[src/sv/lp2sc_pkg.sv]
// Shared types and codes for the length-prefix to start-code converter.
// No dependencies; imported by h264_length_prefix_to_start_code.
`default_nettype none

package lp2sc_pkg;

  // Sequencer states
  typedef enum logic [0:0] {
    ST_IDLE,
    ST_EMIT
  } state_t;

  // Input request kinds (carried on in_tuser)
  localparam logic CMD_STORE  = 1'b0;
  localparam logic CMD_STREAM = 1'b1;

  // NAL unit types of interest
  localparam logic [4:0] NAL_SLICE = 5'd1;
  localparam logic [4:0] NAL_IDR   = 5'd5;
  localparam logic [4:0] NAL_SPS   = 5'd7;
  localparam logic [4:0] NAL_PPS   = 5'd8;

  localparam logic [4:0] NAL_TYPE_MASK = 5'h1f;
  localparam logic [7:0] SC_LAST_BYTE  = 8'h01;

  // Prefix byte counter value on the final length byte
  localparam logic [1:0] PREFIX_LAST = 2'd3;

  // Start code lengths
  localparam logic [2:0] SC_LONG  = 3'd4;
  localparam logic [2:0] SC_SHORT = 3'd3;

endpackage

`default_nettype wire

[src/sv/h264_length_prefix_to_start_code.sv]
// Converts H.264 units with 4-byte big-endian length prefixes into Annex B bytes.
// Depends on lp2sc_pkg (state type, NAL type codes, request kinds).
`default_nettype none

// Input requests are either parameter-set store writes (in_tuser = 0) or stream bytes
// (in_tuser = 1, in_tlast on the last byte of a packet). Each length prefix is replaced
// by a start code: 00 00 00 01 for a packet's first unit and SPS/PPS or replayed units,
// 00 00 01 otherwise. The first byte of a unit is held until its second byte arrives.
// Before the first IDR slice of a picture, or a PPS with no SPS earlier in the packet,
// the first param_set_length bytes of the store are replayed (saturated at
// PARAM_SET_DEPTH). A packet that ends inside a prefix or a unit, or that carried a
// length of 2^31 or more, closes with a bare status result with format_error set.
// Timing: a stream byte that makes at most one result is taken every cycle unless the
// output stalls; a request making k results holds in_tready low until its last result
// goes out, as the single output register sends one result per cycle. Prepended bytes
// come from the store memory at one byte per cycle (synchronous read, address taken
// from the next value of the replay pointer). Store writes produce no result. No
// clearing pass: store entries are valid only once written. Configuration is taken at
// any time, but should change only while the block is idle.
module h264_length_prefix_to_start_code
  import lp2sc_pkg::*;
#(
  parameter int PARAM_SET_DEPTH = 48
) (
  input  wire logic        clk,
  input  wire logic        rst_n,
  // configuration: param_set_length
  input  wire logic        cfg_valid,
  output logic             cfg_ready,
  input  wire logic [5:0]  cfg_data,
  // input stream
  input  wire logic        in_tvalid,
  output logic             in_tready,
  input  wire logic [15:0] in_tdata,  // [7:0] data_byte, [13:8] store_index, [15:14] zero
  input  wire logic        in_tuser,  // [0] cmd
  input  wire logic        in_tlast,  // packet_last
  // result stream
  output logic             out_tvalid,
  input  wire logic        out_tready,
  output logic [7:0]       out_tdata, // [7:0] out_byte
  output logic [2:0]       out_tuser, // [0] byte_valid, [1] run_last, [2] format_error
  output logic             out_tlast  // packet_done
);

  localparam int IW = (PARAM_SET_DEPTH > 1) ? $clog2(PARAM_SET_DEPTH) : 1;
  localparam int CW = $clog2(PARAM_SET_DEPTH + 1);
  localparam int RW = CW + 2;

  // ---------------------------------------------------------------- storage
  logic [7:0] ps_mem [PARAM_SET_DEPTH];
  logic [7:0] mem_q_r;

  // ---------------------------------------------------------------- state
  state_t      state_r, state_nxt;
  logic [5:0]  psl_r;

  logic [1:0]  cnt_r, cnt_nxt;
  logic        payload_r, payload_nxt;
  logic [31:0] left_r, left_nxt;
  logic [7:0]  held_r, held_nxt;
  logic        hh_r, hh_nxt;
  logic        idr_r, idr_nxt;
  logic        sps_r, sps_nxt;
  logic        pps_r, pps_nxt;
  logic        first_r, first_nxt;
  logic        await_r, await_nxt;
  logic        err_r, err_nxt;

  // emission plan of the current request
  logic [CW-1:0] prep_left_r, prep_left_nxt;
  logic [CW-1:0] prep_idx_r, prep_idx_nxt;
  logic [2:0]    sc_left_r, sc_left_nxt;
  logic [1:0]    nb_r, nb_nxt;
  logic [7:0]    b0_r, b0_nxt;
  logic [7:0]    b1_r, b1_nxt;
  logic          status_r, status_nxt;
  logic          fe_r, fe_nxt;
  logic          plast_r, plast_nxt;

  // output register
  logic       out_valid_r, out_valid_nxt;
  logic [7:0] out_byte_r, out_byte_nxt;
  logic [2:0] out_user_r, out_user_nxt;
  logic       out_last_r, out_last_nxt;

  // ---------------------------------------------------------------- input decode
  logic       in_acc;
  logic [7:0] in_byte;
  logic [5:0] in_idx;
  logic [CW-1:0] len_sat;

  assign in_byte = in_tdata[7:0];
  assign in_idx  = in_tdata[13:8];
  assign in_acc  = in_tvalid && in_tready;
  assign cfg_ready = 1'b1;

  assign len_sat = (int'(psl_r) > PARAM_SET_DEPTH) ? CW'(PARAM_SET_DEPTH) : CW'(psl_r);

  // ---------------------------------------------------------------- emission side
  logic          slot_free, emit, final_res;
  logic [RW-1:0] rem;

  assign slot_free = !out_valid_r || out_tready;
  assign emit      = (state_r == ST_EMIT) && slot_free;
  assign rem       = RW'(prep_left_r) + RW'(sc_left_r) + RW'(nb_r) + RW'(status_r);
  assign final_res = (rem == RW'(1));

  assign in_tready = (state_r == ST_IDLE) || (emit && final_res);

  // ---------------------------------------------------------------- request decode
  // New per-packet state and the emission plan of an accepted stream byte.
  logic [7:0]    su_b0;
  logic          su_do, su_top, zl;
  logic [4:0]    su_type;
  logic          su_prepend, su_ps, su_done;
  logic          su_idr, su_sps, su_pps;
  logic [31:0]   left_dec;
  logic          err_end, no_res;
  logic [CW-1:0] pl_prep;
  logic [2:0]    pl_sc;
  logic [1:0]    pl_nb;
  logic [7:0]    pl_b0, pl_b1;
  logic          pl_status, pl_fe;

  always_comb begin
    cnt_nxt     = cnt_r;
    payload_nxt = payload_r;
    left_nxt    = left_r;
    held_nxt    = held_r;
    hh_nxt      = hh_r;
    idr_nxt     = idr_r;
    sps_nxt     = sps_r;
    pps_nxt     = pps_r;
    first_nxt   = first_r;
    await_nxt   = await_r;
    err_nxt     = err_r;
    pl_prep     = '0;
    pl_sc       = '0;
    pl_nb       = '0;
    pl_b0       = in_byte;
    pl_b1       = in_byte;
    pl_status   = 1'b0;
    pl_fe       = 1'b0;
    su_do       = 1'b0;
    su_b0       = in_byte;
    su_top      = 1'b0;
    zl          = 1'b0;
    left_dec    = left_r - 32'd1;

    priority if (err_r) begin
      // dropping until packet end
    end else if (!payload_r) begin
      left_nxt = {left_r[23:0], in_byte};
      cnt_nxt  = cnt_r + 2'd1;
      if (cnt_r == PREFIX_LAST) begin
        priority if (left_nxt[31]) begin
          err_nxt = 1'b1;
        end else if (left_nxt == 32'd0) begin
          zl = 1'b1;
        end else begin
          payload_nxt = 1'b1;
          await_nxt   = 1'b1;
          hh_nxt      = 1'b0;
        end
      end
    end else if (await_r) begin
      await_nxt = 1'b0;
      left_nxt  = left_dec;
      if (left_dec == 32'd0) begin
        su_do       = 1'b1;
        pl_nb       = 2'd1;
        payload_nxt = 1'b0;
      end else begin
        held_nxt = in_byte;
        hh_nxt   = 1'b1;
      end
    end else if (hh_r) begin
      hh_nxt   = 1'b0;
      su_do    = 1'b1;
      su_b0    = held_r;
      su_top   = in_byte[7];
      pl_nb    = 2'd2;
      pl_b0    = held_r;
      pl_b1    = in_byte;
      left_nxt = left_dec;
      if (left_dec == 32'd0) payload_nxt = 1'b0;
    end else begin
      pl_nb    = 2'd1;
      left_nxt = left_dec;
      if (left_dec == 32'd0) payload_nxt = 1'b0;
    end

    // start of a unit: prepend and start-code decision from the header byte
    su_type    = su_b0[4:0] & NAL_TYPE_MASK;
    su_idr     = idr_r;
    su_sps     = sps_r;
    su_pps     = pps_r;
    su_prepend = 1'b0;
    su_ps      = 1'b0;
    su_done    = 1'b0;
    if (su_type == NAL_SPS) begin
      su_sps = 1'b1;
      su_idr = 1'b1;
      su_ps  = 1'b1;
    end else if (su_type == NAL_PPS) begin
      su_pps = 1'b1;
      su_idr = 1'b1;
      su_ps  = 1'b1;
      if (!sps_r) begin
        su_prepend = 1'b1;
        su_sps     = 1'b1;
        su_done    = 1'b1;
      end
    end
    if (!su_done) begin
      if (!su_idr && su_type == NAL_IDR && su_top) su_idr = 1'b1;
      priority if (su_idr && su_type == NAL_IDR && !su_sps && !su_pps) begin
        su_prepend = 1'b1;
        su_ps      = 1'b1;
        su_idr     = 1'b0;
      end else if (su_idr && su_type == NAL_IDR && su_sps && !su_pps) begin
        su_prepend = 1'b1;
        su_ps      = 1'b1;
      end else if (!su_idr && su_type == NAL_SLICE) begin
        su_idr = 1'b1;
        su_sps = 1'b0;
        su_pps = 1'b0;
      end else begin
      end
    end

    if (su_do) begin
      idr_nxt   = su_idr;
      sps_nxt   = su_sps;
      pps_nxt   = su_pps;
      pl_prep   = su_prepend ? len_sat : '0;
      pl_sc     = (first_r || su_ps) ? SC_LONG : SC_SHORT;
      first_nxt = 1'b0;
    end
    if (zl) begin
      pl_sc     = first_r ? SC_LONG : SC_SHORT;
      first_nxt = 1'b0;
    end

    // packet end: status result and per-packet reset
    err_end = err_nxt || (cnt_nxt != 2'd0) || payload_nxt;
    no_res  = (pl_prep == '0) && (pl_sc == 3'd0) && (pl_nb == 2'd0);
    if (in_tlast) begin
      pl_status   = err_end || no_res;
      pl_fe       = err_end;
      cnt_nxt     = '0;
      payload_nxt = 1'b0;
      left_nxt    = '0;
      held_nxt    = '0;
      hh_nxt      = 1'b0;
      idr_nxt     = 1'b0;
      sps_nxt     = 1'b0;
      pps_nxt     = 1'b0;
      first_nxt   = 1'b1;
      await_nxt   = 1'b0;
      err_nxt     = 1'b0;
    end
  end

  // ---------------------------------------------------------------- sequencer
  always_comb begin
    state_nxt     = state_r;
    prep_left_nxt = prep_left_r;
    prep_idx_nxt  = prep_idx_r;
    sc_left_nxt   = sc_left_r;
    nb_nxt        = nb_r;
    b0_nxt        = b0_r;
    b1_nxt        = b1_r;
    status_nxt    = status_r;
    fe_nxt        = fe_r;
    plast_nxt     = plast_r;
    out_valid_nxt = out_valid_r;
    out_byte_nxt  = out_byte_r;
    out_user_nxt  = out_user_r;
    out_last_nxt  = out_last_r;

    if (out_tready) out_valid_nxt = 1'b0;

    unique case (state_r)
      ST_IDLE: begin
        prep_idx_nxt = '0;
      end
      ST_EMIT: begin
        if (emit) begin
          out_valid_nxt = 1'b1;
          out_user_nxt  = {1'b0, final_res, 1'b1};
          out_last_nxt  = final_res && plast_r;
          priority if (prep_left_r != '0) begin
            out_byte_nxt  = mem_q_r;
            prep_left_nxt = prep_left_r - CW'(1);
            prep_idx_nxt  = prep_idx_r + CW'(1);
          end else if (sc_left_r != 3'd0) begin
            out_byte_nxt = (sc_left_r == 3'd1) ? SC_LAST_BYTE : 8'h00;
            sc_left_nxt  = sc_left_r - 3'd1;
          end else if (nb_r != 2'd0) begin
            out_byte_nxt = b0_r;
            b0_nxt       = b1_r;
            nb_nxt       = nb_r - 2'd1;
          end else begin
            // bare status result
            out_byte_nxt = 8'h00;
            out_user_nxt = {fe_r, final_res, 1'b0};
            status_nxt   = 1'b0;
          end
          if (final_res) state_nxt = ST_IDLE;
        end
      end
      default: state_nxt = ST_IDLE;
    endcase

    // a new stream byte loads the next plan
    if (in_acc && in_tuser == CMD_STREAM) begin
      prep_left_nxt = pl_prep;
      prep_idx_nxt  = '0;
      sc_left_nxt   = pl_sc;
      nb_nxt        = pl_nb;
      b0_nxt        = pl_b0;
      b1_nxt        = pl_b1;
      status_nxt    = pl_status;
      fe_nxt        = pl_fe;
      plast_nxt     = in_tlast;
      state_nxt     = (no_res && !pl_status) ? ST_IDLE : ST_EMIT;
    end
  end

  // ---------------------------------------------------------------- memory
  logic [IW-1:0] rd_addr;
  assign rd_addr = (int'(prep_idx_nxt) < PARAM_SET_DEPTH) ? prep_idx_nxt[IW-1:0] : '0;

  always_ff @(posedge clk) begin
    if (in_acc && in_tuser == CMD_STORE && int'(in_idx) < PARAM_SET_DEPTH) begin
      ps_mem[in_idx[IW-1:0]] <= in_byte;
    end
    mem_q_r <= ps_mem[rd_addr];
  end

  // ---------------------------------------------------------------- registers
  logic st_acc;
  assign st_acc = in_acc && in_tuser == CMD_STREAM;

  always_ff @(posedge clk) begin
    if (!rst_n) begin
      state_r     <= ST_IDLE;
      psl_r       <= '0;
      cnt_r       <= '0;
      payload_r   <= 1'b0;
      left_r      <= '0;
      held_r      <= '0;
      hh_r        <= 1'b0;
      idr_r       <= 1'b0;
      sps_r       <= 1'b0;
      pps_r       <= 1'b0;
      first_r     <= 1'b1;
      await_r     <= 1'b0;
      err_r       <= 1'b0;
      prep_left_r <= '0;
      prep_idx_r  <= '0;
      sc_left_r   <= '0;
      nb_r        <= '0;
      status_r    <= 1'b0;
      out_valid_r <= 1'b0;
    end else begin
      state_r     <= state_nxt;
      if (cfg_valid && cfg_ready) psl_r <= cfg_data;
      if (st_acc) begin
        cnt_r     <= cnt_nxt;
        payload_r <= payload_nxt;
        left_r    <= left_nxt;
        held_r    <= held_nxt;
        hh_r      <= hh_nxt;
        idr_r     <= idr_nxt;
        sps_r     <= sps_nxt;
        pps_r     <= pps_nxt;
        first_r   <= first_nxt;
        await_r   <= await_nxt;
        err_r     <= err_nxt;
      end
      prep_left_r <= prep_left_nxt;
      prep_idx_r  <= prep_idx_nxt;
      sc_left_r   <= sc_left_nxt;
      nb_r        <= nb_nxt;
      status_r    <= status_nxt;
      out_valid_r <= out_valid_nxt;
    end
  end

  // payload registers, no reset
  always_ff @(posedge clk) begin
    b0_r       <= b0_nxt;
    b1_r       <= b1_nxt;
    fe_r       <= fe_nxt;
    plast_r    <= plast_nxt;
    out_byte_r <= out_byte_nxt;
    out_user_r <= out_user_nxt;
    out_last_r <= out_last_nxt;
  end

  assign out_tvalid = out_valid_r;
  assign out_tdata  = out_byte_r;
  assign out_tuser  = out_user_r;
  assign out_tlast  = out_last_r;

endmodule

`default_nettype wire

[config.mk]
export PLATFORM = sky130hd
export DESIGN_NAME = h264_length_prefix_to_start_code
export DESIGN_NICKNAME = d
export VERILOG_FILES = /design/src/sv/lp2sc_pkg.sv /design/src/sv/h264_length_prefix_to_start_code.sv
export SDC_FILE = /design/constraint.sdc
export NUM_CORES = 1
export LEC_CHECK = 0
export ABC_CLOCK_PERIOD_IN_PS = 3900
export BUFFER_PORTS_ARGS = -buffer_cell sky130_fd_sc_hd__buf_2
export CORE_ASPECT_RATIO = 1.2
export CORE_MARGIN = 2
export CORE_UTILIZATION = 57
export DETAILED_ROUTE_END_ITERATION = 6
export HOLD_SLACK_MARGIN = 0.03
export PLACE_DENSITY_LB_ADDON = 0.1
export REMOVE_ABC_BUFFERS = 1
export SYNTH_ARGS = -nofsm -noshare
export SYNTH_HDL_FRONTEND = slang
export SYNTH_SLANG_ARGS = --single-unit
[constraint.sdc]
create_clock -name clk -period 3.9 [get_ports clk]
set_input_delay 0.195 -clock clk [delete_from_list [all_inputs] [get_ports clk]]
set_output_delay 0.195 -clock clk [all_outputs]
set_load 0.02 [all_outputs]
* After elaboration in Yosys (flattened, before gate mapping)
Memories as Yosys holds them, arrays and structs flattened. A register that Yosys moved wholly into a read port is not among the register bits.
Cells that the tools add are included.
Widths: inputs -> output; s select.
** Operators by class
- Add/subtract/negate cells :: 9
- Order comparisons :: 3
- Equal/unequal tests :: 15
- Muxes and demuxes :: 155
- Bitwise logic cells :: 2
- Reduce and logical (&&, ||, !) cells :: 62
** Operators by type and width (count)
- $mux 8 :: 18
- $mux 1 :: 100
- $mux 32 :: 3
- $mux 6 :: 11
- $logic_not 32->1 :: 2
- $sub 32x1->32 const B :: 1
- $mux 3 :: 9
- $mux 2 :: 13
- $reduce_and 5->1 :: 4
- $reduce_bool 2->1 :: 10
- $logic_and 1x1->1 :: 18
- $lt 6x6->1 const B :: 2
- $pmux 6 s2 :: 1
- $eq 5x3->1 const B :: 2
- $ne 2x2->1 const B :: 5
- $reduce_bool 3->1 :: 3
- $add 7x2->8 :: 1
- $add 8x1->8 :: 1
- $eq 8x1->1 const B :: 1
- $reduce_and 2->1 :: 4
- $add 6x3->7 :: 1
- $add 6x1->6 const B :: 1
- $gt 6x6->1 const B :: 1
- $logic_not 1->1 :: 6
- 21 further kinds :: 28
** Storage, ports and cells
- Register bits :: 106
- RAM bits :: 384
- Input bits :: 29
- Output and inout bits :: 15
- Memories kept :: 1
** Memories
- ps_mem :: words 48, width 8, rd ports 1, clocked after memory_dff 1, write ports 1, line h264_length_prefix_to_start_code.sv:50 : logic [7:0] ps_mem [PARAM_SET_DEPTH];

* Longest topological paths before layout
Gate-level depths: netlist of the first run.
- Depth in word-level cells :: 31
- Gate-level depth with buffers :: 15

* Worst setup path after synthesis of the first run
OpenSTA, ideal clock, no wires.
- Path type :: register -> register
- Start point :: reg prep_left_r[0]
- End point :: reg left_r[21]
- Setup time :: 0.070 ns
- Arrival time :: 3.992 ns
- Data required time :: 3.830 ns
- Slack :: -0.163 ns
- Stages on the path, launching flop included :: 12
- Path buffers :: 0
- Cell sequence :: dfxtp_1 -> fa_1 -> ha_1 -> inv_1 -> fa_1 -> nand4_1 -> o31ai_1 -> nand3_1 -> or4_1 -> a21oi_1 -> o21ai_0 -> a21oi_1
** On the way
- Word-level cells in the longest chain between the ends :: 9
** Ends and longest elaborated chain
- start, declared :: line h264_length_prefix_to_start_code.sv:70 : logic [CW-1:0] prep_left_r, prep_left_nxt;
- start signal, assigned :: line h264_length_prefix_to_start_code.sv:383 : prep_left_r <= prep_left_nxt;
- $add 6x3->7 :: line h264_length_prefix_to_start_code.sv:105 : assign rem = RW'(prep_left_r) + RW'(sc_left_r) + RW'(nb_r) + RW'(status_r);
- $add 7x2->8 :: line h264_length_prefix_to_start_code.sv:105
- $add 8x1->8 :: line h264_length_prefix_to_start_code.sv:105
- $eq 8x1->1 :: line h264_length_prefix_to_start_code.sv:106 : assign final_res = (rem == RW'(1));
- $logic_and 1x1->1 :: line h264_length_prefix_to_start_code.sv:108 : assign in_tready = (state_r == ST_IDLE) || (emit && final_res);
- $logic_or 1x1->1 :: line h264_length_prefix_to_start_code.sv:108
- via in_tready :: line h264_length_prefix_to_start_code.sv:33 : output logic in_tready,
- $logic_and 1x1->1 :: line h264_length_prefix_to_start_code.sv:94 : assign in_acc = in_tvalid && in_tready;
- $logic_and 1x1->1 :: line h264_length_prefix_to_start_code.sv:344 : assign st_acc = in_acc && in_tuser == CMD_STREAM;
- $reduce_and 2->1 (no line)
- end signal, assigned :: line h264_length_prefix_to_start_code.sv:373 : left_r <= left_nxt;
- end, declared :: line h264_length_prefix_to_start_code.sv:59 : logic [31:0] left_r, left_nxt;
The timed path passes the listed nets, and every way through them passes these cells.
A chain may end at the register's enable or synchronous reset.

* Final worst setup path of the first run
- Start point :: reg sc_left_r[0]
- End point :: reg mem_q_r[4] (read register of ps_mem)
** On the way
- Word-level cells in the longest chain between the ends :: 11
** Ends and longest elaborated chain
- start, declared :: line h264_length_prefix_to_start_code.sv:72 : logic [2:0] sc_left_r, sc_left_nxt;
- start signal, assigned :: line h264_length_prefix_to_start_code.sv:385 : sc_left_r <= sc_left_nxt;
- $add 6x3->7 (*) :: line h264_length_prefix_to_start_code.sv:105
- $add 7x2->8 (*) :: line h264_length_prefix_to_start_code.sv:105
- $add 8x1->8 (*) :: line h264_length_prefix_to_start_code.sv:105
- $eq 8x1->1 (*) :: line h264_length_prefix_to_start_code.sv:106
- $logic_and 1x1->1 (*) :: line h264_length_prefix_to_start_code.sv:108
- $logic_or 1x1->1 (*) :: line h264_length_prefix_to_start_code.sv:108
- $logic_and 1x1->1 (*) :: line h264_length_prefix_to_start_code.sv:94
- $logic_and 1x1->1 (*) :: line h264_length_prefix_to_start_code.sv:317 : if (in_acc && in_tuser == CMD_STREAM) begin
- $mux 6 (*) :: line h264_length_prefix_to_start_code.sv:317
- $lt 6x6->1 :: line h264_length_prefix_to_start_code.sv:333 : assign rd_addr = (int'(prep_idx_nxt) < PARAM_SET_DEPTH) ? prep_idx_nxt[IW-1:0] : '0;
- $mux 6 (*) :: line h264_length_prefix_to_start_code.sv:333
- end, declared :: line h264_length_prefix_to_start_code.sv:51 : logic [7:0] mem_q_r;
Mark *: on every way between the ends. The rest lies on a longest branch, timed or not.

==> out/qor.yml, run 1 <==
final.setup_skew_ps: 24.76
comb_power_share: 0.058
post_synth_instance_area_mm2: 0.02186
cts_buffers: 48
switching_fraction_of_total_power: 0.2209
ys_seq_elements: 498
asyncSetResetFlopFracSynth: 0
power.density_cell_area_mw_per_mm2: 428.6
cell_with_the_largest_stage_delay_on_the_worst_path: "fa_1"
clkTransAtPathRegs_ps: 70
worstPathRequired_ps: 4370
cts_root_buf: "clkbuf_16"
rows: 78
clk_lat_worst_skew_ps: 580
floorplan.core_area_mm2: 0.03777
floorplan.initialDensity: 0.5788
cts_tree: "done"
preCtsSetupSlack_ps: -175.3
internal_power_component_mw: 8.722
cts.path.max_buffers: 3
grt_pass1_vias: 15680
maxCapViolCount: 0
wire_length_of_the_first_global_routing_pass_um: 92290
worst_slew_pin_slew_ps: 1012
vias_per_cell: 6.379
critical_path.max_stage_delay_ps: 540
total_power_mw: 11.19
period_share: 1.028
placement.cell_area_mm2: 0.02362
wirelength_um: 62850
final_period_minus_worst_setup_slack_ps: 4011
critPathKind: "reg2reg"
synth_top_cells_by_count: "edfxtp_1 (414), nand2_1 (244), nor2_1 (214)"
layout.core_utilization: 0.6916
vdd_drop_max_mv: 0.3232
dieHeight_um: 218.5
n_fill_cell: 2704
cp-end-kind: "register"
critPathMaxFanout: 11
rsz_0062_raised_after_global_routing: "yes"
power_frac_seq: 0.520
detailedRoute.firstPassIterationCount: 6
number_of_buffers_and_inverters_on_the_critical_path: 3
drive_gt1_frac: 0.2007
grt_overflow: 0
setup_viol_count_final: 8
cpMostUsedCell: "nand4_1"
drt-wirelength-per-cell_um: 24.48
gp_congestion: 0.9428
initial_antenna_violation_count: 0
io_pins: 44
crit_path_start_kind: "register"
ctsHtreeMaxLevel: 2
io_buffers: 40
post-route-worst-setup-slack_ps: -111.0
post_synth_top_flop: "edfxtp_1"
final.hold.worst_slack_ps: 46.29
path_cells: "fa_1, ha_2, inv_2, fa_2, nand4_1, o31a_1, nand4_1, buf_6, buf_8, o22ai_1, a221oi_4, o21ai_2, a222oi_1"
synth_enable_flop_cells: 414
timing.critical_path.arrival_ps: 4480
critPathTopFamily: "compound AO/OA/AOI/OAI gates"
worst_hold_path_type: "in2reg"
ant_nets: 0
tritoncts_num_sinks: 498
synth.largest_area_cell: "edfxtp_1"
dieWidth_um: 182.8
yosysSeqAreaShare: 0.6456
slew_headroom: 0.3234
synthMostInstantiatedCell: "edfxtp_1"
run_status: "finished with violations"
power.share.clock: 0.422
finish.instance_area_mm2: 0.02612
hpwl_um: 39850
maxClockFrequency_ghz: 0.2493
synth_warnings: 0
number_of_instances_in_the_synthesized_netlist: 1867
post-synth-top-area-fraction: 0.5687
detailedRoute.firstIterationViolations: 1835
track_usage: 0.3065
nets: 2094
postSynthAreaPerCell_um2: 11.71
floorplan.die_area_mm2: 0.03994
vias: 16380
p_leak_nw: 9.239
diodes: 0
syn2layout_area_growth_pct: 19.48
ys_top_cells_by_area: "edfxtp_1 (57%), dfxtp_1 (7.7%), nand2_1 (4.2%)"
synth.distinct_cells: 90
largest_net_degree_at_the_start_of_global_routing: 53
violations: "negative setup slack"
p_switching_mw: 2.473
timing_max_transition_violations_final: 0
final_hold_viol_count: 0
drt_drc_violations_left: 0
## cells by family after synthesis
kind of cell | Yosys count | synth area share
buffers and inverters | 150 | 0.02845
muxes | 56 | 0.02644
DFF | 498 | 0.6456
xor gates and xnor gates | 28 | 0.01122
and+or+nand+nor | 687 | 0.1463
other | 1 | 0.0001715
AOI/OAI and AO/OA | 430 | 0.1311
adders and majority gates | 17 | 0.01076
## cells in the final DEF, fill, tap and decap left out, types with 41 or more instances in the layout
master / count
o22ai_1: 62
a21oi_1: 66
nand2_1: 238
edfxtp_1: 414
nor2_1: 209
mux2i_1: 41
o21ai_0: 81
nand3_1: 64
dfxtp_1: 82
buf_4: 165
clkbuf_16: 54
a31oi_1: 41
## final cells by class
cell class	instances	area, um2	area share
flip-flops and latches	498	14120	0.5405
clock buffers	56	1252	0.04795
well taps	480	600.6	0.02299
multi-input cells	1219	7536	0.2885
clock inverters	34	336.6	0.01289
inverters	26	100.1	0.003832
repair buffers	255	2176	0.08330
## stage by stage
stage / cells / TNS (ps)
2_1_floorplan: 1743 / -72880
3_3_place_gp: 2434 / -655.2
3_5_place_dp: 2434 / -938.3
4_1_cts: 2544 / -24.71
5_1_grt: 2568 / -5140
6_report: 2568 / -619.7
## worst paths after layout
check / start / end / slack, ps / cells after the start
setup / recovery: sc_left_r[0] / mem_q_r[4] / -110 / 13
hold / removal: cfg_valid / psl_r[4] / 50 / 3
setup reg to reg: sc_left_r[0] / mem_q_r[4] / -110 / 13
hold reg to reg: held_r[0] / held_r[0] / 460 / 2
## power by group through the flow
stage	registers (mW)	clock network (mW)	logic, mW
after global routing	5.82	4.98	0.702
after floorplan	5.94	0	0.296
final	5.82	4.72	0.654
after CTS	5.82	4.75	0.621
after global placement	5.93	0	0.589
after detailed placement	5.93	0	0.596
## sequential cells by signal, indices dropped and copies added (netlist names), 2 cells and up
register	cells
b0_r	8
b1_r	8
cnt_r	2
held_r	8
left_r	32
mem_q_r	8
nb_r	2
out_tdata	8
out_tuser	3
prep_idx_r	6
prep_left_r	6
ps_mem	384
psl_r	6
sc_left_r	3
## tightest hold or removal path, stage by stage
cell     delay, ps
buf_2          190
mux2i_1        100
nor2_1          90
## metal layers
metal / routed length (um) / GRT usage
met3: 4637 / 0.03799
met4: 2794 / 0.1189
met5: 0 / 0
met2: 31400 / 0.5379
met1: 24020 / 0.3902
## repair_timing
item                                   CTS  global route
gates cloned                             0             6
gates resized for setup                 17            97
setup endpoints to repair                8           439
pin swaps                                5            32
endpoints found under the hold margin   16             4
setup buffers                            4            17
hold buffers                            16             1
(Power assumes the default switching activity.)
==> inputs of run 2 (changes only) <==
Settings changed: CORE_UTILIZATION 57 to 45, SKIP_LAST_GASP set to 1.
==> out/qor.yml, run 2 (synthesized netlist as in run 1, its figures left out) <==
fin_cells: 2731  # +6.3%
number_of_buffers_and_inverters_on_the_critical_path: 4  # +1
cell_with_the_largest_stage_delay_on_the_worst_path: "fa_1"
floorplan.core_area_mm2: 0.04801  # +27%
drt-wirelength-per-cell_um: 24.88  # +1.6%
drt_drc_violations_left: 0  # unchanged
worstPathRequired_ps: 4380  # about the same
placement.cell_area_mm2: 0.02397  # +1.5%
grt_pass1_vias: 15760  # +0.52%
floorplan.initialDensity: 0.4554  # -0.1234
detailedRoute.firstIterationViolations: 1282  # -30%
power.share.clock: 0.430  # +0.008
vias_per_cell: 5.926  # -7.1%
worst_hold_path_type: "in2reg"
hold-path-endpoint: "first_r"
cp-end-kind: "register"
critical_path_cell_count: 14  # +1
cts_tree: "done"
worst_slew_pin_slew_ps: 963.1  # -49.36 ps
ff_latch_area_mm2: 0.01412  # about the same
period_share: 0.9875  # -0.04101
final_common_cell: "edfxtp_1"
p_leak_nw: 9.374  # +1.5%
maxCapViolCount: 0  # unchanged
final_period_minus_worst_setup_slack_ps: 3851  # -159.9 ps
post-route-worst-setup-slack_ps: 48.94  # +159.9 ps
wire_length_of_the_first_global_routing_pass_um: 99610  # +7.9%
vdd_drop_max_mv: 0.3535  # +9.4%
dieHeight_um: 245.4  # +12%
hold_path_startpoint: "rst_n"
preCtsSetupSlack_ps: -298.3  # -123.0 ps
cts.path.max_buffers: 3  # unchanged
power.density_cell_area_mw_per_mm2: 430.4  # +0.42%
rr_startpoint: "sc_left_r[0]"
timing.critical_path.arrival_ps: 4330  # -150 ps
initial_antenna_violation_count: 0  # unchanged
tritoncts_num_sinks: 498  # unchanged
ant_nets: 0  # unchanged
crit_path_start_kind: "register"
vias: 16190  # -1.2%
r2r_slack_ps: 50  # +160 ps
drive_gt1_frac: 0.2009  # about the same
comb_power_share: 0.058  # about the same
switching_fraction_of_total_power: 0.2215  # +0.0006396
nets: 2109  # +0.72%
critPathMaxFanout: 6  # -5
rows: 88  # +13%
dieWidth_um: 205.2  # +12%
largest_net_degree_at_the_start_of_global_routing: 53  # unchanged
floorplan.die_area_mm2: 0.05037  # +26%
internal_power_component_mw: 8.862  # +1.6%
worst_r2r_path_depth: 14  # +1
run_status: "completed"
multiInputGateArea_mm2: 0.007476  # -0.80%
final_hold_viol_count: 0  # unchanged
path_cells: "fa_1, ha_2, inv_2, fa_2, nand4_1, o31a_1, nand4_1, buf_6, buf_12, buf_4, mux2i_1, a221oi_2, o21ai_0, a222oi_1"
p_switching_mw: 2.522  # +2.0%
hpwl_um: 42960  # +7.8%
io_buffers: 40  # unchanged
rr_endpoint: "mem_q_r[3]"
ctsHtreeMaxLevel: 2  # unchanged
timing_max_transition_violations_final: 0  # unchanged
power_frac_seq: 0.512  # -0.008
layout_common_cells: "edfxtp_1 (414), nand2_1 (241), nor2_1 (209), buf_4 (179), o21ai_0 (87)"
critPathKind: "reg2reg"
cpMostUsedCell: "nand4_1"
clk_lat_worst_skew_ps: 600  # +20 ps
gp_congestion: 0.9069  # -3.8%
final.setup_skew_ps: 22.21  # -2.551 ps
critPathTopFamily: "compound AO/OA/AOI/OAI gates"
grt_overflow: 0  # unchanged
layout.core_utilization: 0.5510  # -0.1406
flip_flop_count_of_the_largest_register_after_layout: 384  # unchanged
final_layout_setup_total_negative_slack_ps: 0  # +619.7 ps
hold_path_depth: 2  # -1
cts_buffers: 50  # +4.2%
io_pins: 44  # unchanged
finish.instance_area_mm2: 0.02645  # +1.3%
final.hold.worst_slack_ps: 68.07  # +21.78 ps
cts_root_buf: "clkbuf_16"
total_power_mw: 11.38  # +1.7%
setup_viol_count_final: 0  # -8
rsz_0062_raised_after_global_routing: "yes"
diodes: 0  # unchanged
maxClockFrequency_ghz: 0.2597  # +4.2%
detailedRoute.firstPassIterationCount: 5  # -1
track_usage: 0.2664  # -0.04020
placed_cells_incl_taps: 2601  # +6.9%
slew_headroom: 0.3572  # +0.03380
wirelength_um: 67950  # +8.1%
critical_path.max_stage_delay_ps: 530  # about the same
syn2layout_area_growth_pct: 20.99
n_fill_cell: 4131  # +53%
clkTransAtPathRegs_ps: 60  # about the same
## run 2: changes by cell type in the layout (fill, tap and decap cells not counted), sizes merged
cell	before	now
dlygate4sd3	17	15
inv	27	26
clkinvlp	3	0
buf	232	245
clkinv	24	21
clkbuf	62	69
bufbuf	0	1
o311ai	4	5
## run 2: repair_timing
action,in CTS,in global routing
hold buffers,15,0
setup endpoints to repair,8,55
pin swaps,6,27
hold endpoints to repair,16,0
setup buffers,7,9
gates resized for setup,9,74
cloned,3,7
## run 2: worst max-delay path by stage
stage,start,end,slack (ps)
final,sc_left_r[0],mem_q_r[3],50
after global routing,sc_left_r[0],mem_q_r[7],-60
after CTS,prep_left_r[0],mem_q_r[5],-20
after detailed placement,prep_left_r[0],mem_q_r[3],-300
after global placement,prep_left_r[0],mem_q_r[2],-270
after floorplan,prep_left_r[0],mem_q_r[7],-3750
## run 2: worst reg2reg max path: stages, from the launching register on
cell	delay [ps]
dfxtp_2	330
fa_1	530
ha_2	180
inv_2	40
fa_2	510
nand4_1	180
o31a_1	370
nand4_1	140
buf_6	130
buf_12	150
buf_4	150
mux2i_1	90
a221oi_2	400
o21ai_0	150
a222oi_1	380
## run 2: final cells by class
type / instances / area share
Clock buffer: 63 / 0.05109
Clock inverter: 27 / 0.01140
Inverter: 26 / 0.003690
Multi-Input combinational cell: 1220 / 0.2826
Sequential cell: 498 / 0.5337
Tap cell: 630 / 0.02980
Timing Repair Buffer: 267 / 0.08770
## run 2: power by group through the flow
stage                     registers (mW)  logic (mW)  clock network (mW)
final                               5.82       0.664                4.90
after detailed placement            5.94       0.628                   0
after global routing                5.83       0.714                5.16
after global placement              5.94       0.624                   0
after CTS                           5.82       0.646                4.97
after floorplan                     5.94       0.296                   0
## run 2: per-layer routing
metal / track usage / part of all wire
met5: 0 / 0
met1: 0.3513 / 0.41
met3: 0.03777 / 0.060
met4: 0.09903 / 0.037
met2: 0.4471 / 0.49
==> inputs of run 3 (changes only) <==
Settings changed: CELL_PAD_IN_SITES_DETAIL_PLACEMENT set to 1, CELL_PAD_IN_SITES_GLOBAL_PLACEMENT set to 1, CTS_CLUSTER_DIAMETER set to 40.
==> out/qor.yml, run 3 (synthesized netlist as in run 1, its figures left out) <==
run_status: "finished with violations"
violations: "negative setup slack"
io_buffers: 40  # unchanged
grt_pass1_vias: 17410  # +10%
wirelength_um: 74100  # +9.1%
final_common_cell: "edfxtp_1"
ff_latch_area_mm2: 0.01412  # unchanged
final.hold.worst_slack_ps: 78.76  # +10.69 ps
timing_max_transition_violations_final: 0  # unchanged
fin_cells: 2801  # +2.6%
drt_drc_violations_left: 0  # unchanged
ant_nets: 0  # unchanged
hpwl_um: 48200  # +12%
ctsHtreeMaxLevel: 3  # +1
rr_endpoint: "mem_q_r[7]"
r2r_slack_ps: -40  # -90 ps
floorplan.core_area_mm2: 0.04801  # unchanged
hold-path-endpoint: "ps_mem[23][7]"
final_hold_viol_count: 0  # unchanged
critPathTopFamily: "adder cells"
track_usage: 0.2935  # +0.02716
power.density_cell_area_mw_per_mm2: 465.0  # +8.0%
number_of_buffers_and_inverters_on_the_critical_path: 5  # +1
cp-end-kind: "register"
drive_gt1_frac: 0.2300  # +0.02910
timing.critical_path.arrival_ps: 4410  # +80 ps
switching_fraction_of_total_power: 0.2379  # +0.01643
hold_path_startpoint: "in_tdata[7]"
cts_buffers: 68  # +36%
rows: 88  # unchanged
largest_net_degree_at_the_start_of_global_routing: 52  # -1.9%
maxClockFrequency_ghz: 0.2539  # -2.2%
comb_power_share: 0.056  # -0.002
vdd_drop_max_mv: 0.2925  # -17%
crit_path_start_kind: "register"
cts.path.max_buffers: 3  # unchanged
worst_hold_path_type: "in2reg"
path_cells: "fa_1, ha_2, inv_2, fa_2, nand4_1, buf_6, o31a_1, nand4_1, buf_4, nand2_4, bufbuf_16, o22a_1, and3_1, a211oi_2, buf_4, o22ai_2"
power.share.clock: 0.485  # +0.055
maxCapViolCount: 0  # unchanged
vias_per_cell: 5.996  # +1.2%
slew_headroom: 0.3898  # +0.03260
detailedRoute.firstIterationViolations: 1192  # -7.0%
clk_lat_worst_skew_ps: 600  # about the same
dieHeight_um: 245.4  # unchanged
grt_overflow: 0  # unchanged
flip_flop_count_of_the_largest_register_after_layout: 384  # unchanged
rr_startpoint: "sc_left_r[0]"
drt-wirelength-per-cell_um: 26.46  # +6.3%
layout_common_cells: "edfxtp_1 (414), nand2_1 (242), buf_4 (216), nor2_1 (209), o21ai_0 (87)"
cts_tree: "done"
worstPathRequired_ps: 4370  # about the same
cts_root_buf: "clkbuf_16"
final.setup_skew_ps: 26.12  # +3.908 ps
floorplan.initialDensity: 0.4554  # unchanged
wire_length_of_the_first_global_routing_pass_um: 109200  # +9.7%
power_frac_seq: 0.459  # -0.053
detailedRoute.firstPassIterationCount: 7  # +2
vias: 16790  # +3.8%
post-route-worst-setup-slack_ps: -39.00  # -87.94 ps
multiInputGateArea_mm2: 0.007492  # +0.22%
final_period_minus_worst_setup_slack_ps: 3939  # +87.94 ps
preCtsSetupSlack_ps: -183.1  # +115.2 ps
tritoncts_num_sinks: 498  # unchanged
io_pins: 44  # unchanged
n_fill_cell: 4965  # +20%
placed_cells_incl_taps: 2620  # +0.73%
floorplan.die_area_mm2: 0.05037  # unchanged
critPathMaxFanout: 15  # +9
gp_congestion: 0.8838  # -2.5%
setup_viol_count_final: 1  # +1
clkTransAtPathRegs_ps: 60  # about the same
period_share: 1.010  # +0.02255
cell_with_the_largest_stage_delay_on_the_worst_path: "fa_1"
total_power_mw: 12.68  # +11%
syn2layout_area_growth_pct: 24.77
worst_r2r_path_depth: 16  # +2
critical_path.max_stage_delay_ps: 530  # about the same
p_switching_mw: 3.018  # +20%
p_leak_nw: 9.760  # +4.1%
initial_antenna_violation_count: 1  # +1
worst_slew_pin_slew_ps: 914.2  # -48.85 ps
critPathKind: "reg2reg"
internal_power_component_mw: 9.665  # +9.1%
final_layout_setup_total_negative_slack_ps: -39.00  # -39.00 ps
dieWidth_um: 205.2  # unchanged
nets: 2160  # +2.4%
hold_path_depth: 1  # -1
rsz_0062_raised_after_global_routing: "yes"
## run 3: cell count changes in the layout (fill, tap and decap cells not counted), sizes merged
cell / delta
buf: +35
clkinv: +2
bufbuf: +1
diode: +1
clkbuf: +7
clkinvlp: +7
o311ai: -1
inv: +17
bufinv: -2
dlygate4sd3: +3
## run 3: final cells by class
class                   count  area share
flip-flops and latches    498      0.5175
multi-input cells        1219      0.2747
repair buffers            301     0.09303
clock buffers              75     0.06491
well taps                 630     0.02890
clock inverters            51     0.01729
inverters                  26    0.003578
diodes                      1  0.00009174
## run 3: what timing repair did
action / 4_1_cts / 5_1_grt
gates resized for setup: 23 / 66
endpoints found under the setup margin: 44 / 400
hold buffers: 18 / 0
pin swaps: 7 / 25
hold endpoints to repair: 15 / 0
gates cloned: 3 / 1
setup buffers: 24 / 12
## run 3: routing by layer
layer / vias to the layer above / GRT usage / wire [um]
met3: 154 / 0.04042 / 3637
met5: - / 0 / 0
li1: 7567 / - / -
met4: 0 / 0.1238 / 2994
met2: 518 / 0.5200 / 37990
met1: 8555 / 0.3576 / 29490
## run 3: how the worst max path moves through the flow
stage,end,slack [ps],cells after the start,start
4_1_cts,mem_q_r[2],-60,14,prep_left_r[0]
6_report,mem_q_r[7],-40,16,sc_left_r[0]
3_5_place_dp,mem_q_r[1],-180,15,prep_left_r[0]
5_1_grt,mem_q_r[7],-100,16,sc_left_r[0]
3_3_place_gp,mem_q_r[4],-100,14,prep_left_r[0]
2_1_floorplan,mem_q_r[7],-3750,11,prep_left_r[0]
## run 3: metrics by stage
stage | util | cell area [um2]
after floorplan | - | 21340
after global placement | 0.5025 | 24120
after detailed placement | 0.5025 | 24120
after CTS | 0.5611 | 26940
after global routing | 0.5682 | 27280
final | 0.5682 | 27280
## run 3: power by group through the flow
stage	registers [mW]	clock network, mW	logic, mW
after global placement	5.93	0	0.617
after floorplan	5.94	0	0.296
after global routing	5.83	6.43	0.756
after CTS	5.82	6.23	0.683
after detailed placement	5.94	0	0.634
final	5.83	6.15	0.704
